--- src/prcd_pkg.sv ---
package prcd_pkg;

    // Default number of PPM channels in a frame
    localparam int NUM_CHANNELS_DEF = 8;

    // Request kinds carried on the input tuser bit
    localparam logic REQ_EDGE = 1'b0;
    localparam logic REQ_READ = 1'b1;

    // Configuration register indexes
    typedef enum logic [2:0] {
        CFG_VALID_MIN = 3'd0,
        CFG_VALID_MAX = 3'd1,
        CFG_SYNC_GAP  = 3'd2,
        CFG_DEADBAND  = 3'd3,
        CFG_ARM_THR   = 3'd4
    } cfg_idx_t;

    localparam int CFG_IDX_W  = 3;
    localparam int CFG_DATA_W = 16;

    // Configuration register widths and reset values
    localparam int VMIN_W   = 12;
    localparam int VMAX_W   = 12;
    localparam int SYNC_W   = 16;
    localparam int DB_W     = 9;
    localparam int ARM_W    = 12;
    localparam int VMIN_RST = 990;
    localparam int VMAX_RST = 2010;
    localparam int SYNC_RST = 2010;
    localparam int DB_RST   = 50;
    localparam int ARM_RST  = 1500;

    // Stream field widths
    localparam int TIME_W      = 16;
    localparam int TICK_W      = 16;
    localparam int ROLL_W      = 14;
    localparam int PITCH_W     = 14;
    localparam int THR_W       = 16;
    localparam int YAW_W       = 17;
    localparam int IN_TDATA_W  = 32;
    localparam int OUT_FIELD_W = ROLL_W + PITCH_W + THR_W + YAW_W + 1;
    localparam int OUT_TDATA_W = ((OUT_FIELD_W + 7) / 8) * 8;

    // Stored width: a kept width never exceeds the 12-bit valid window bound
    localparam int WID_W = 12;

    // Gap check: 16-bit tick difference times 1000
    localparam int US_PER_MS = 1000;
    localparam int GAP_W     = 26;

    // Command mapping
    localparam int CENTRE_US  = 1500;
    localparam int RAW_MIN_US = 1000;
    localparam int RAW_MAX_US = 2000;
    localparam int D_W        = 10;
    localparam int X_W        = 22;
    localparam int MUL_RP     = 256;
    localparam int MUL_THR    = 1152;
    localparam int MUL_YAW    = 2304;
    localparam int ROUND_BIAS = 12;
    // floor(x / 25) == (x * RECIP_MUL) >> RECIP_SHIFT for x below 2^26 / 11
    localparam int RECIP_MUL   = 2684355;
    localparam int RECIP_SHIFT = 26;
    localparam int PROD_W      = 44;
    localparam int Q_W         = 17;
    localparam int OFS_RP      = 5120;
    localparam int OFS_YAW     = 46080;
    localparam int THR_MAX     = 46080;

    // Pre-scaled values handed from the lookup stage to the divide stage
    typedef struct packed {
        logic [X_W-1:0] roll_x;
        logic [X_W-1:0] pitch_x;
        logic [X_W-1:0] thr_x;
        logic [X_W-1:0] yaw_x;
        logic           armed;
    } scaled_t;

endpackage

--- src/ppm_rc_command_decoder.sv ---
// Edge items: decoder state updated from the input register the cycle after acceptance; no result.
// Read items: result on m_axis after passing the input register, the channel lookup
// and pre-scale register, and the reciprocal divide-by-25 output register.
// Throughput: one item per cycle; a waiting result stalls the input only once a read
// is held behind it.
// Reset (rst_n, async low): channel widths, edge counter and timestamps
// clear to zero, configuration returns to 990/2010/2010/50/1500.
module ppm_rc_command_decoder #(
    parameter int NUM_CHANNELS = prcd_pkg::NUM_CHANNELS_DEF
) (
    input  logic                               clk,
    input  logic                               rst_n,
    input  logic                               s_axis_tvalid,
    output logic                               s_axis_tready,
    // [15:0] capture_time, [31:16] tick_ms
    input  logic [prcd_pkg::IN_TDATA_W-1:0]    s_axis_tdata,
    // [0] req_type
    input  logic                               s_axis_tuser,
    output logic                               m_axis_tvalid,
    input  logic                               m_axis_tready,
    // [13:0] roll_cmd, [27:14] pitch_cmd, [43:28] throttle_cmd,
    // [60:44] yaw_rate_cmd, [61] armed, [63:62] zero
    output logic [prcd_pkg::OUT_TDATA_W-1:0]   m_axis_tdata,
    input  logic                               cfg_we,
    input  logic [prcd_pkg::CFG_IDX_W-1:0]     cfg_index,
    input  logic [prcd_pkg::CFG_DATA_W-1:0]    cfg_data
);
    import prcd_pkg::*;

    localparam int EC_W = $clog2(NUM_CHANNELS + 2);
    localparam int CH_W = $clog2(NUM_CHANNELS);

    // Configuration
    logic [VMIN_W-1:0] valid_min_reg;
    logic [VMAX_W-1:0] valid_max_reg;
    logic [SYNC_W-1:0] sync_gap_reg;
    logic [DB_W-1:0]   deadband_reg;
    logic [ARM_W-1:0]  arm_thr_reg;

    // Input register
    logic              in_valid_reg;
    logic              in_valid_next;
    logic              in_req_reg;
    logic [TIME_W-1:0] in_cap_reg;
    logic [TICK_W-1:0] in_tick_reg;

    // Decoder state
    logic [TIME_W-1:0] prev_edge_reg;
    logic [TICK_W-1:0] prev_tick_reg;
    logic [EC_W-1:0]   edge_count_reg;
    logic [EC_W-1:0]   edge_count_next;
    logic [WID_W-1:0]  chan_reg [NUM_CHANNELS];

    // Pipeline
    logic                   x_valid_reg;
    logic                   x_valid_next;
    scaled_t                x_reg;
    scaled_t                x_next;
    logic                   m_valid_reg;
    logic                   m_valid_next;
    logic [OUT_TDATA_W-1:0] m_data_reg;
    logic [OUT_TDATA_W-1:0] m_data_next;

    // Handshake
    logic s_accept;
    logic out_ready;
    logic x_ready;
    logic edge_fire;
    logic rd_fire;
    logic in_done;

    // Edge path
    logic [TIME_W-1:0] cap_diff;
    logic              width_ok;
    logic              ch_live;
    logic [EC_W-1:0]   ch_idx_full;
    logic [CH_W-1:0]   ch_idx;
    logic [TICK_W-1:0] tick_gap;
    logic [GAP_W-1:0]  gap_us;
    logic              sync_hit;

    // Divide stage
    logic [PROD_W-1:0] prod_roll;
    logic [PROD_W-1:0] prod_pitch;
    logic [PROD_W-1:0] prod_thr;
    logic [PROD_W-1:0] prod_yaw;
    logic [Q_W-1:0]    q_roll;
    logic [Q_W-1:0]    q_pitch;
    logic [Q_W-1:0]    q_thr;
    logic [Q_W-1:0]    q_yaw;
    logic [Q_W-1:0]    roll_full;
    logic [Q_W-1:0]    pitch_full;
    logic [Q_W-1:0]    yaw_full;

    // Snap into the deadband if asked, clamp to 1000..2000, remove the offset
    function automatic logic [D_W-1:0] to_offset(input logic [WID_W-1:0] w,
                                                 input logic snap_en,
                                                 input logic [DB_W-1:0] db);
        logic [WID_W-1:0] dev;
        logic [WID_W-1:0] ws;
        logic [WID_W-1:0] wc;
        dev = (w >= WID_W'(CENTRE_US)) ? (w - WID_W'(CENTRE_US))
                                       : (WID_W'(CENTRE_US) - w);
        ws = (snap_en && (dev <= WID_W'(db))) ? WID_W'(CENTRE_US) : w;
        if (ws < WID_W'(RAW_MIN_US)) begin
            wc = WID_W'(RAW_MIN_US);
        end else if (ws > WID_W'(RAW_MAX_US)) begin
            wc = WID_W'(RAW_MAX_US);
        end else begin
            wc = ws;
        end
        return D_W'(wc - WID_W'(RAW_MIN_US));
    endfunction

    // d * mul + rounding bias, ahead of the divide by 25
    function automatic logic [X_W-1:0] pre_scale(input logic [D_W-1:0] d,
                                                 input logic [X_W-1:0] mul);
        return X_W'(d) * mul + X_W'(ROUND_BIAS);
    endfunction

    // Handshake
    assign out_ready     = !m_valid_reg || m_axis_tready;
    assign x_ready       = !x_valid_reg || out_ready;
    assign edge_fire     = in_valid_reg && (in_req_reg == REQ_EDGE);
    assign rd_fire       = in_valid_reg && (in_req_reg == REQ_READ) && x_ready;
    assign in_done       = edge_fire || rd_fire;
    assign s_axis_tready = !in_valid_reg || in_done;
    assign s_accept      = s_axis_tvalid && s_axis_tready;

    assign in_valid_next = s_accept || (in_valid_reg && !in_done);
    assign x_valid_next  = rd_fire || (x_valid_reg && !out_ready);
    assign m_valid_next  = (x_valid_reg && out_ready) || (m_valid_reg && !m_axis_tready);

    // Edge path
    always_comb
    begin
        cap_diff    = in_cap_reg - prev_edge_reg;
        width_ok    = (cap_diff >= TIME_W'(valid_min_reg)) &&
                      (cap_diff <= TIME_W'(valid_max_reg));
        ch_live     = (edge_count_reg != '0) &&
                      (edge_count_reg <= EC_W'(NUM_CHANNELS));
        ch_idx_full = edge_count_reg - EC_W'(1);
        ch_idx      = ch_idx_full[CH_W-1:0];
        tick_gap    = in_tick_reg - prev_tick_reg;
        gap_us      = GAP_W'(tick_gap) * GAP_W'(US_PER_MS);
        sync_hit    = gap_us > GAP_W'(sync_gap_reg);
        if (sync_hit) begin
            edge_count_next = EC_W'(1);
        end else if (edge_count_reg < EC_W'(NUM_CHANNELS + 1)) begin
            edge_count_next = edge_count_reg + EC_W'(1);
        end else begin
            edge_count_next = edge_count_reg;
        end
    end

    // Lookup and pre-scale for a read
    always_comb
    begin
        x_next.roll_x  = pre_scale(to_offset(chan_reg[0], 1'b1, deadband_reg),
                                   X_W'(MUL_RP));
        x_next.pitch_x = pre_scale(to_offset(chan_reg[1], 1'b1, deadband_reg),
                                   X_W'(MUL_RP));
        x_next.thr_x   = pre_scale(to_offset(chan_reg[2], 1'b0, deadband_reg),
                                   X_W'(MUL_THR));
        x_next.yaw_x   = pre_scale(to_offset(chan_reg[3], 1'b1, deadband_reg),
                                   X_W'(MUL_YAW));
        x_next.armed   = chan_reg[6] >= arm_thr_reg;
    end

    // Divide by 25 through the reciprocal, then center roll, pitch and yaw
    always_comb
    begin
        prod_roll   = PROD_W'(x_reg.roll_x) * PROD_W'(RECIP_MUL);
        prod_pitch  = PROD_W'(x_reg.pitch_x) * PROD_W'(RECIP_MUL);
        prod_thr    = PROD_W'(x_reg.thr_x) * PROD_W'(RECIP_MUL);
        prod_yaw    = PROD_W'(x_reg.yaw_x) * PROD_W'(RECIP_MUL);
        q_roll      = prod_roll[RECIP_SHIFT +: Q_W];
        q_pitch     = prod_pitch[RECIP_SHIFT +: Q_W];
        q_thr       = prod_thr[RECIP_SHIFT +: Q_W];
        q_yaw       = prod_yaw[RECIP_SHIFT +: Q_W];
        roll_full   = q_roll - Q_W'(OFS_RP);
        pitch_full  = q_pitch - Q_W'(OFS_RP);
        yaw_full    = q_yaw - Q_W'(OFS_YAW);
        m_data_next = {(OUT_TDATA_W - OUT_FIELD_W)'(0), x_reg.armed, yaw_full[YAW_W-1:0],
                       q_thr[THR_W-1:0], pitch_full[PITCH_W-1:0],
                       roll_full[ROLL_W-1:0]};
    end

    // Configuration registers
    always_ff @(posedge clk or negedge rst_n)
    begin
        if (!rst_n) begin
            valid_min_reg <= VMIN_W'(VMIN_RST);
            valid_max_reg <= VMAX_W'(VMAX_RST);
            sync_gap_reg  <= SYNC_W'(SYNC_RST);
            deadband_reg  <= DB_W'(DB_RST);
            arm_thr_reg   <= ARM_W'(ARM_RST);
        end else if (cfg_we) begin
            case (cfg_idx_t'(cfg_index))
                CFG_VALID_MIN: valid_min_reg <= cfg_data[VMIN_W-1:0];
                CFG_VALID_MAX: valid_max_reg <= cfg_data[VMAX_W-1:0];
                CFG_SYNC_GAP:  sync_gap_reg  <= cfg_data[SYNC_W-1:0];
                CFG_DEADBAND:  deadband_reg  <= cfg_data[DB_W-1:0];
                CFG_ARM_THR:   arm_thr_reg   <= cfg_data[ARM_W-1:0];
                default:       ;
            endcase
        end
    end

    // Control and decoder state
    always_ff @(posedge clk or negedge rst_n)
    begin
        if (!rst_n) begin
            in_valid_reg   <= 1'b0;
            x_valid_reg    <= 1'b0;
            m_valid_reg    <= 1'b0;
            prev_edge_reg  <= '0;
            prev_tick_reg  <= '0;
            edge_count_reg <= '0;
            for (int i = 0; i < NUM_CHANNELS; i++) begin
                chan_reg[i] <= '0;
            end
        end else begin
            in_valid_reg <= in_valid_next;
            x_valid_reg  <= x_valid_next;
            m_valid_reg  <= m_valid_next;
            if (edge_fire) begin
                if (ch_live && width_ok) begin
                    chan_reg[ch_idx] <= cap_diff[WID_W-1:0];
                end
                edge_count_reg <= edge_count_next;
                prev_edge_reg  <= in_cap_reg;
                prev_tick_reg  <= in_tick_reg;
            end
        end
    end

    // Payload registers
    always_ff @(posedge clk)
    begin
        if (s_accept) begin
            in_req_reg  <= s_axis_tuser;
            in_cap_reg  <= s_axis_tdata[TIME_W-1:0];
            in_tick_reg <= s_axis_tdata[TIME_W +: TICK_W];
        end
        if (rd_fire) begin
            x_reg <= x_next;
        end
        if (x_valid_reg && out_ready) begin
            m_data_reg <= m_data_next;
        end
    end

    assign m_axis_tvalid = m_valid_reg;
    assign m_axis_tdata  = m_data_reg;

endmodule

--- config.mk ---
export PLATFORM = sky130hd
export DESIGN_NAME = ppm_rc_command_decoder
export DESIGN_NICKNAME = d
export VERILOG_FILES = /design/src/prcd_pkg.sv /design/src/ppm_rc_command_decoder.sv
export SDC_FILE = /design/constraint.sdc
export NUM_CORES = 2
export LEC_CHECK = 0
export ABC_CLOCK_PERIOD_IN_PS = 7600
export BUFFER_PORTS_ARGS = -buffer_cell sky130_fd_sc_hd__buf_2
export CORE_ASPECT_RATIO = 0.8
export CORE_MARGIN = 5
export CORE_UTILIZATION = 35
export CTS_CLUSTER_DIAMETER = 150
export CTS_CLUSTER_SIZE = 14
export DETAILED_ROUTE_END_ITERATION = 12
export SYNTH_ARGS = -nofsm -noshare
export SYNTH_HDL_FRONTEND = slang
export SYNTH_SLANG_ARGS = --single-unit
--- constraint.sdc ---
create_clock -name clk -period 7.6 [get_ports clk]
set_input_delay 1.14 -clock clk [delete_from_list [all_inputs] [get_ports clk]]
set_output_delay 1.14 -clock clk [all_outputs]
set_load 0.02 [all_outputs]
# After elaboration in Yosys (flattened, before gate mapping)

Index checks and enable logic that the tools add are counted.

Equal/unequal tests: 4
Bitwise operators: 2
Magnitude comparators: 22
Add/subtract/negate cells: 21
Divide/modulo/power cells: 0
Reduce and logical (&&, ||, !) cells: 35
Muxes and demuxes: 19
Multipliers: 7
Shift operators: 0

Operators by type and width:

| operator                                                        | number |
|---|---|
| bitwise mux 96 bit                                              | 1 |
| 2-to-1 mux 12 bit                                               | 7 |
| multiplier 22 x 22 -> 40 bit, second input constant             | 2 |
| 2-to-1 mux 10 bit                                               | 8 |
| greater-than comparator 12 x 11 -> 1 bit, second input constant | 4 |
| less-than comparator 12 x 10 -> 1 bit, second input constant    | 4 |
| multiplier 22 x 22 -> 43 bit, second input constant             | 1 |
| multiplier 22 x 22 -> 42 bit, second input constant             | 1 |
| subtractor 10 bit, second input constant                        | 4 |
| adder 18 x 4 -> 19 bit, second input constant                   | 2 |
| demux 12 bit (select 3 bit)                                     | 1 |
| >= comparator 12 x 11 -> 1 bit, second input constant           | 3 |
| <= comparator 12 x 9 -> 1 bit                                   | 3 |
| subtractor 11 x 12 -> 12 bit, first input constant              | 3 |
| subtractor 12 x 11 -> 12 bit, second input constant             | 3 |
| subtractor 16 bit                                               | 2 |
| multiplier 10 x 4 -> 14 bit, second input constant              | 2 |
| subtractor 14 x 13 -> 14 bit, second input constant             | 2 |
| greater-than comparator 26 x 16 -> 1 bit                        | 1 |
| multiplier 16 x 7 -> 23 bit, second input constant              | 1 |
| adder 21 x 4 -> 22 bit, second input constant                   | 1 |
| adder 22 x 4 -> 22 bit, second input constant                   | 1 |
| subtractor 17 x 16 -> 17 bit, second input constant             | 1 |
| >= comparator 16 x 12 -> 1 bit                                  | 1 |
| other kinds (21)                                                | 51 |

Word-level logic and storage cells: 138
Bits in latches: 0
Bits in writable memories: 0
Output and inout port bits: 66
Input port bits: 57
Memories: 0
Register bits after elaboration: 380
Bits in read-only memories: 0

# Depth between registers and ports, before layout

Depth in word-level cells: 10
Mapped depth: 32
Gate-level depth less buffers: 32

# Worst setup path before layout

Ideal clock, no wire load.

Path type: reg-to-reg
Start: register x_reg[9] (netlist bit)
End: register m_data_reg[60] (netlist: m_axis_tdata[60]) (data pin)
Required time: 7.335 ns
Path buffers: 0
Library setup time: 0.265 ns
Arrival time: 6.669 ns
Path slack: 0.666 ns
Stages on the path, launching flop included: 26
Clock period less this slack: 6.934 ns
Cells stage by stage: edfxtp_1 inv_1 fa_1 inv_1 ha_1 fa_1 fa_1 fa_1 fa_1 ha_1 ha_1 a211oi_2 nand2_1 a211o_1 o311a_4 o21ai_0 nand2b_1 a21o_1 a21oi_1 xor2_1 ha_1 nor3_1 nand4_2 a2bb2oi_1 mux2i_1 nand3_1

Word-level cells in the longest chain between the ends: 2

Ends and longest elaborated chain:

| what                         | line                          | RTL |
|---|---|---|
| start: declaration           | ppm_rc_command_decoder.sv:57  | `scaled_t x_reg;` |
| start signal: assignment     | ppm_rc_command_decoder.sv:247 | `x_reg <= x_next;` |
| multiplier 22 x 22 -> 43 bit | ppm_rc_command_decoder.sv:176 | `prod_yaw = PROD_W'(x_reg.yaw_x) * PROD_W'(RECIP_MUL);` |
| subtractor 17 x 16 -> 17 bit | ppm_rc_command_decoder.sv:183 | `yaw_full = q_yaw - Q_W'(OFS_YAW);` |
| net m_data_next[60]          | ppm_rc_command_decoder.sv:62  | `logic [OUT_TDATA_W-1:0] m_data_next;` |
| end signal: assignment       | ppm_rc_command_decoder.sv:250 | `m_data_reg <= m_data_next;` |
| end: declaration             | ppm_rc_command_decoder.sv:61  | `logic [OUT_TDATA_W-1:0] m_data_reg;` |

The timed path passes the listed nets, and every way through them passes these cells.
A chain may end at the register's enable or synchronous reset.

# Worst setup path in the final report

Start: register x_reg[17] (netlist bit)
End: register m_data_reg[60] (netlist: m_axis_tdata[60]) (data pin)

Same word-level chain as after synthesis.

==> results by stage <==
Global routing:
- The met3 global-route usage is under 10%.
- The largest net degree at the start of global routing is 68.
- The via count of the first global-routing pass is roughly 27000.
- Global routing consumed, on the met2 layer, around 23% of the routing resources.
- Global routing used between 10 and 15% of the available tracks across all layers.
- The busiest layer in global routing is met2.
- The number of antenna violations at the first check in global routing is 10.
- The met1 capacity usage during global routing is 21.7%.
- The first-pass GRT wire length is around 140000 um.
- After global routing the overflow that remains totals 0.

Synthesis:
- The leading area contributor after synthesis is sky130_fd_sc_hd__ha_1.
- The primary flip-flop cell chosen by synthesis mapping is sky130_fd_sc_hd__edfxtp_1.
- The multiplexer area fraction after synthesis is approximately 2.8%.
- The fraction of synthesized cell area in xor and xnor cells is about 3.9%.
- In this run, synthesis produced a sequential element count of approximately 300.
- The cell area that synthesis handed to floorplanning was ~0.04 sq mm.
- Sorting the synthesized cells by area gives the leading types as sky130_fd_sc_hd__ha_1, sky130_fd_sc_hd__fa_1, sky130_fd_sc_hd__edfxtp_1.
- The post-synthesis share of cell area spent on full adders, half adders and majority gates is about 48%.
- The fraction of the mapped netlist area in compound gates is 9.69%.
- After synthesis, the mean cell area works out to between 10 and 15 sq um.
- Yosys mapped a number of flops with a built-in enable equal to approximately 140.
- The Yosys step of the flow raised 0 warnings.
- The number of cells produced by synthesis is 3892.
- After Yosys synthesis, and, or, nand and nor cells account for 6.81% of the synthesized area.
- The part of the Yosys area used for sequential elements is 20.9%.
- The top cell type by area accounts for between 20% and 30% of the synthesized area.
- The distinct cell type count after synthesis is 94.
- The post-synthesis async set-or-reset flop share is a little over half.
- By area, the combinational part of the netlist is dominated by adder cells.

Setup path:
- The maximum net fanout on the critical path is 8.
- STA classifies the critical path endpoint as a flip-flop.
- The cell family contributing the most delay on the critical path is adder cells.
- The critical path contains buffers and inverters numbering 0 combined.
- The worst setup path is of the flip-flop to flip-flop kind.
- By instance count, the cell type seen most on the critical path is sky130_fd_sc_hd__fa_1.
- The launching element type of the critical path is a flip-flop.
- For the worst setup path, the data required time is 7940 ps.
- The arrival time of data at the critical path endpoint is 7560 ps.
- The stage delay of the slowest cell on the critical path is ~580 ps.
- The master of the slowest instance on the critical path is sky130_fd_sc_hd__edfxtp_1.
- Traced cell by cell, the critical path runs through ha_1, fa_1, fa_1, fa_1, fa_1, fa_1, ha_1, ha_1, a211oi_2, nand2_1, a211o_1, o311a_4, o21ai_0, nand2b_1, a21o_1, a21oi_1, xor2_1, ha_1, nor3_2, nand4_2, a2bb2oi_1, mux2i_1, nand3_1.

Timing:
- The worst max-slew margin expressed relative to the limit is between 20% and 30%.
- The number of max-slew violations in the final report is 0.
- For the pin with the worst max-slew slack, the measured transition is about 1100 ps.
- The final setup violation count is 0.
- Across the routed clock network, the largest skew measured is ~23 ps.
- In the finished design, the share of the clock period the worst path needs comes to between 90% and 100%.
- Subtracting the final worst setup slack from the clock period gives roughly 7200 ps.
- Derived from the worst setup path, the maximum achievable clock frequency is 139 MHz.
- Setup repair after global routing left no endpoint under its margin.
- The final hold violation count was 0.
- The aggregate negative setup slack is 0 ps.

Floorplanning:
- The initial utilization of the core area, before any placement, comes to 35.1%.
- The placeable core region is between 0.1 and 0.15 sq mm.
- The floorplan has 111 rows.
- The die outline area is between 0.1 and 0.15 sq mm.
- The width of the die is roughly 390 um.
- The total I/O pin count is between 100 and 150.
- The height of the die is between 300 and 400 um.

Layout:
- In the final design database the tool counted about 5400 nets.
- The area added between synthesis and finish is 9.06%.
- The flip-flop count of the largest register after layout is between 60 and 70.
- The layout cell share with drive strength beyond 1 is a little under a tenth.
- The most common library cell in the layout ignoring fill and taps is sky130_fd_sc_hd__ha_1.
- In the layout the commonest cells are sky130_fd_sc_hd__ha_1, sky130_fd_sc_hd__inv_1, sky130_fd_sc_hd__fa_1, sky130_fd_sc_hd__nand2_1, sky130_fd_sc_hd__o21ai_0.

Clocking:
- The hold buffer count at cts is 0.
- For the worst-skew pair, the clock arrives at the later sink with an insertion delay of between 600 and 700 ps.
- The total number of H-tree levels is 1.
- Buffers inserted during clock tree synthesis total 26.
- The TritonCTS clock tree is done.
- The total clock sinks is about 300.
- The CTS clock-pin slew for the worst setup and hold paths is around 80 ps.
- The clock tree buffer depth is 3.
- The tree is rooted in a sky130_fd_sc_hd__clkbuf_16.

Routing:
- The average wire per standard cell is roughly 16 um.
- The routed via count divided by cell count is between 4 and 5.
- For this run, design rule violations remaining after detail routing come to 0.
- In this run, the number of DRC markers left after iteration 0 of detailed routing was around 1200.
- The remaining antenna violation count is 0.
- The detailed-router iteration count before antenna repair is 5.
- The final layout contains routed wiring with a total length of roughly 87000 um.
- The total number of vias is about 27000.

Placement:
- The number of input and output port buffers inserted is 120.
- After legalization and detailed placement, the total HPWL measured approximately 72000 um.
- The placer's final routability congestion estimate is roughly 0.87.

Run:
- The max-capacitance violation count is 0.

Hold path:
- The worst hold path belongs to the class flip-flop to flip-flop.

Run status:
- The run finished with clean final reports.
[cell families after synthesis]
family / count (synthesis)
AO/OA/AOI/OAI: 596
multiplexers: 100
buffers and inverters: 873
XOR/XNOR: 179
flip-flops: 304
other: 1
AND/OR/NAND/NOR: 551
adder cells (fa/ha/maj): 1288
[through the flow]
stage               setup WS (ps)  hold WS (ps)  util (%)  area [sq um]  instances
floorplan                     666           400         -         40100       3893
global placement              430           437      37.5         42800       5535
detailed placement            288           432      37.5         42800       5535
CTS                           241           457      38.2         43600       5583
global route                 11.1           470      38.3         43700       5594
finish                        382           459      38.3         43700       5594
[repair_timing]
action / 4_1_cts / 5_1_grt
resized for setup: 0 / 6
endpoints found under the setup margin: 0 / 5
buffers inserted: 0 / 9
[metal layers]
metal | share of wire, % | up-vias
li1 | - | 13400
met4 | 1.6 | 0
met2 | 43 | 375
met1 | 51 | 12800
met3 | 4.0 | 81
met5 | 0 | -
[path summary, 6_finish.rpt]
kind / startpoint / endpoint / slack (ps) / depth (start not counted)
worst max-delay path: x_reg[17]$_DFFE_PP_ / m_axis_tdata[60]$_DFFE_PP_ / 380 / 23
worst min-delay path: m_data_next[61]$_DFFE_PP_ / m_axis_tdata[61]$_DFFE_PP_ / 460 / 0
worst max register to register: x_reg[17]$_DFFE_PP_ / m_axis_tdata[60]$_DFFE_PP_ / 380 / 23
worst min register to register: m_data_next[61]$_DFFE_PP_ / m_axis_tdata[61]$_DFFE_PP_ / 460 / 0
max in group asynchronous: rst_n / chan_reg[58]$_DFFE_PN0P_ / 5900 / 2
min in group asynchronous: rst_n / prev_edge_reg[12]$_DFFE_PN0P_ / 520 / 1
[layout make-up]
type,count,area [sq um]
Sequential cell,304,8370
Antenna cell,2,5.00
Fill cell,11300,70400
Timing Repair Buffer,182,1070
Clock inverter,3,47.5
Multi-Input combinational cell,2716,28500
Inverter,817,3070
Tap cell,1525,1910
Clock buffer,45,742
[worst register-to-register path, delay by kind of cell, from the launching register on]
kind / cells / cell delay, ps
and+or+nand+nor: 5 / 670
adders and majority gates: 9 / 3750
AOI/OAI and AO/OA: 7 / 1680
xor gates and xnor gates: 1 / 90
muxes: 1 / 210
DFF: 1 / 580
[synth_stat cells (5+ instances only)]
| cell | number |
|---|---|
| sky130_fd_sc_hd__a211oi_1 | 16 |
| sky130_fd_sc_hd__a21boi_0 | 9 |
| sky130_fd_sc_hd__a21o_1 | 70 |
| sky130_fd_sc_hd__a21oi_1 | 130 |
| sky130_fd_sc_hd__a221oi_1 | 5 |
| sky130_fd_sc_hd__a31o_2 | 9 |
| sky130_fd_sc_hd__a31oi_1 | 20 |
| sky130_fd_sc_hd__a41oi_1 | 5 |
| sky130_fd_sc_hd__and2_1 | 20 |
| sky130_fd_sc_hd__and3_1 | 19 |
| sky130_fd_sc_hd__buf_2 | 8 |
| sky130_fd_sc_hd__buf_4 | 5 |
| sky130_fd_sc_hd__clkbuf_1 | 39 |
| sky130_fd_sc_hd__dfrtp_1 | 126 |
| sky130_fd_sc_hd__dfstp_2 | 34 |
| sky130_fd_sc_hd__edfxtp_1 | 144 |
| sky130_fd_sc_hd__fa_1 | 401 |
| sky130_fd_sc_hd__ha_1 | 885 |
| sky130_fd_sc_hd__inv_1 | 816 |
| sky130_fd_sc_hd__mux2_2 | 75 |
| sky130_fd_sc_hd__mux2i_1 | 20 |
| sky130_fd_sc_hd__nand2_1 | 174 |
| sky130_fd_sc_hd__nand2b_1 | 24 |
| sky130_fd_sc_hd__nand3_1 | 27 |
| sky130_fd_sc_hd__nand4_1 | 19 |
| sky130_fd_sc_hd__nor2_1 | 122 |
| sky130_fd_sc_hd__nor2b_1 | 31 |
| sky130_fd_sc_hd__nor3_1 | 41 |
| sky130_fd_sc_hd__nor4_1 | 13 |
| sky130_fd_sc_hd__o2111ai_1 | 7 |
| sky130_fd_sc_hd__o211ai_1 | 9 |
| sky130_fd_sc_hd__o21a_1 | 39 |
| sky130_fd_sc_hd__o21ai_0 | 170 |
| sky130_fd_sc_hd__o21ai_1 | 6 |
| sky130_fd_sc_hd__o21bai_1 | 23 |
| sky130_fd_sc_hd__o22ai_1 | 7 |
| sky130_fd_sc_hd__o31ai_1 | 10 |
| sky130_fd_sc_hd__or2_2 | 9 |
| sky130_fd_sc_hd__or3_1 | 18 |
| sky130_fd_sc_hd__xnor2_1 | 129 |
| sky130_fd_sc_hd__xor2_1 | 50 |
Power is left out: the tool's default activity adds up to more than one toggle a clock period on the data nets, which glitch-free logic cannot reach.
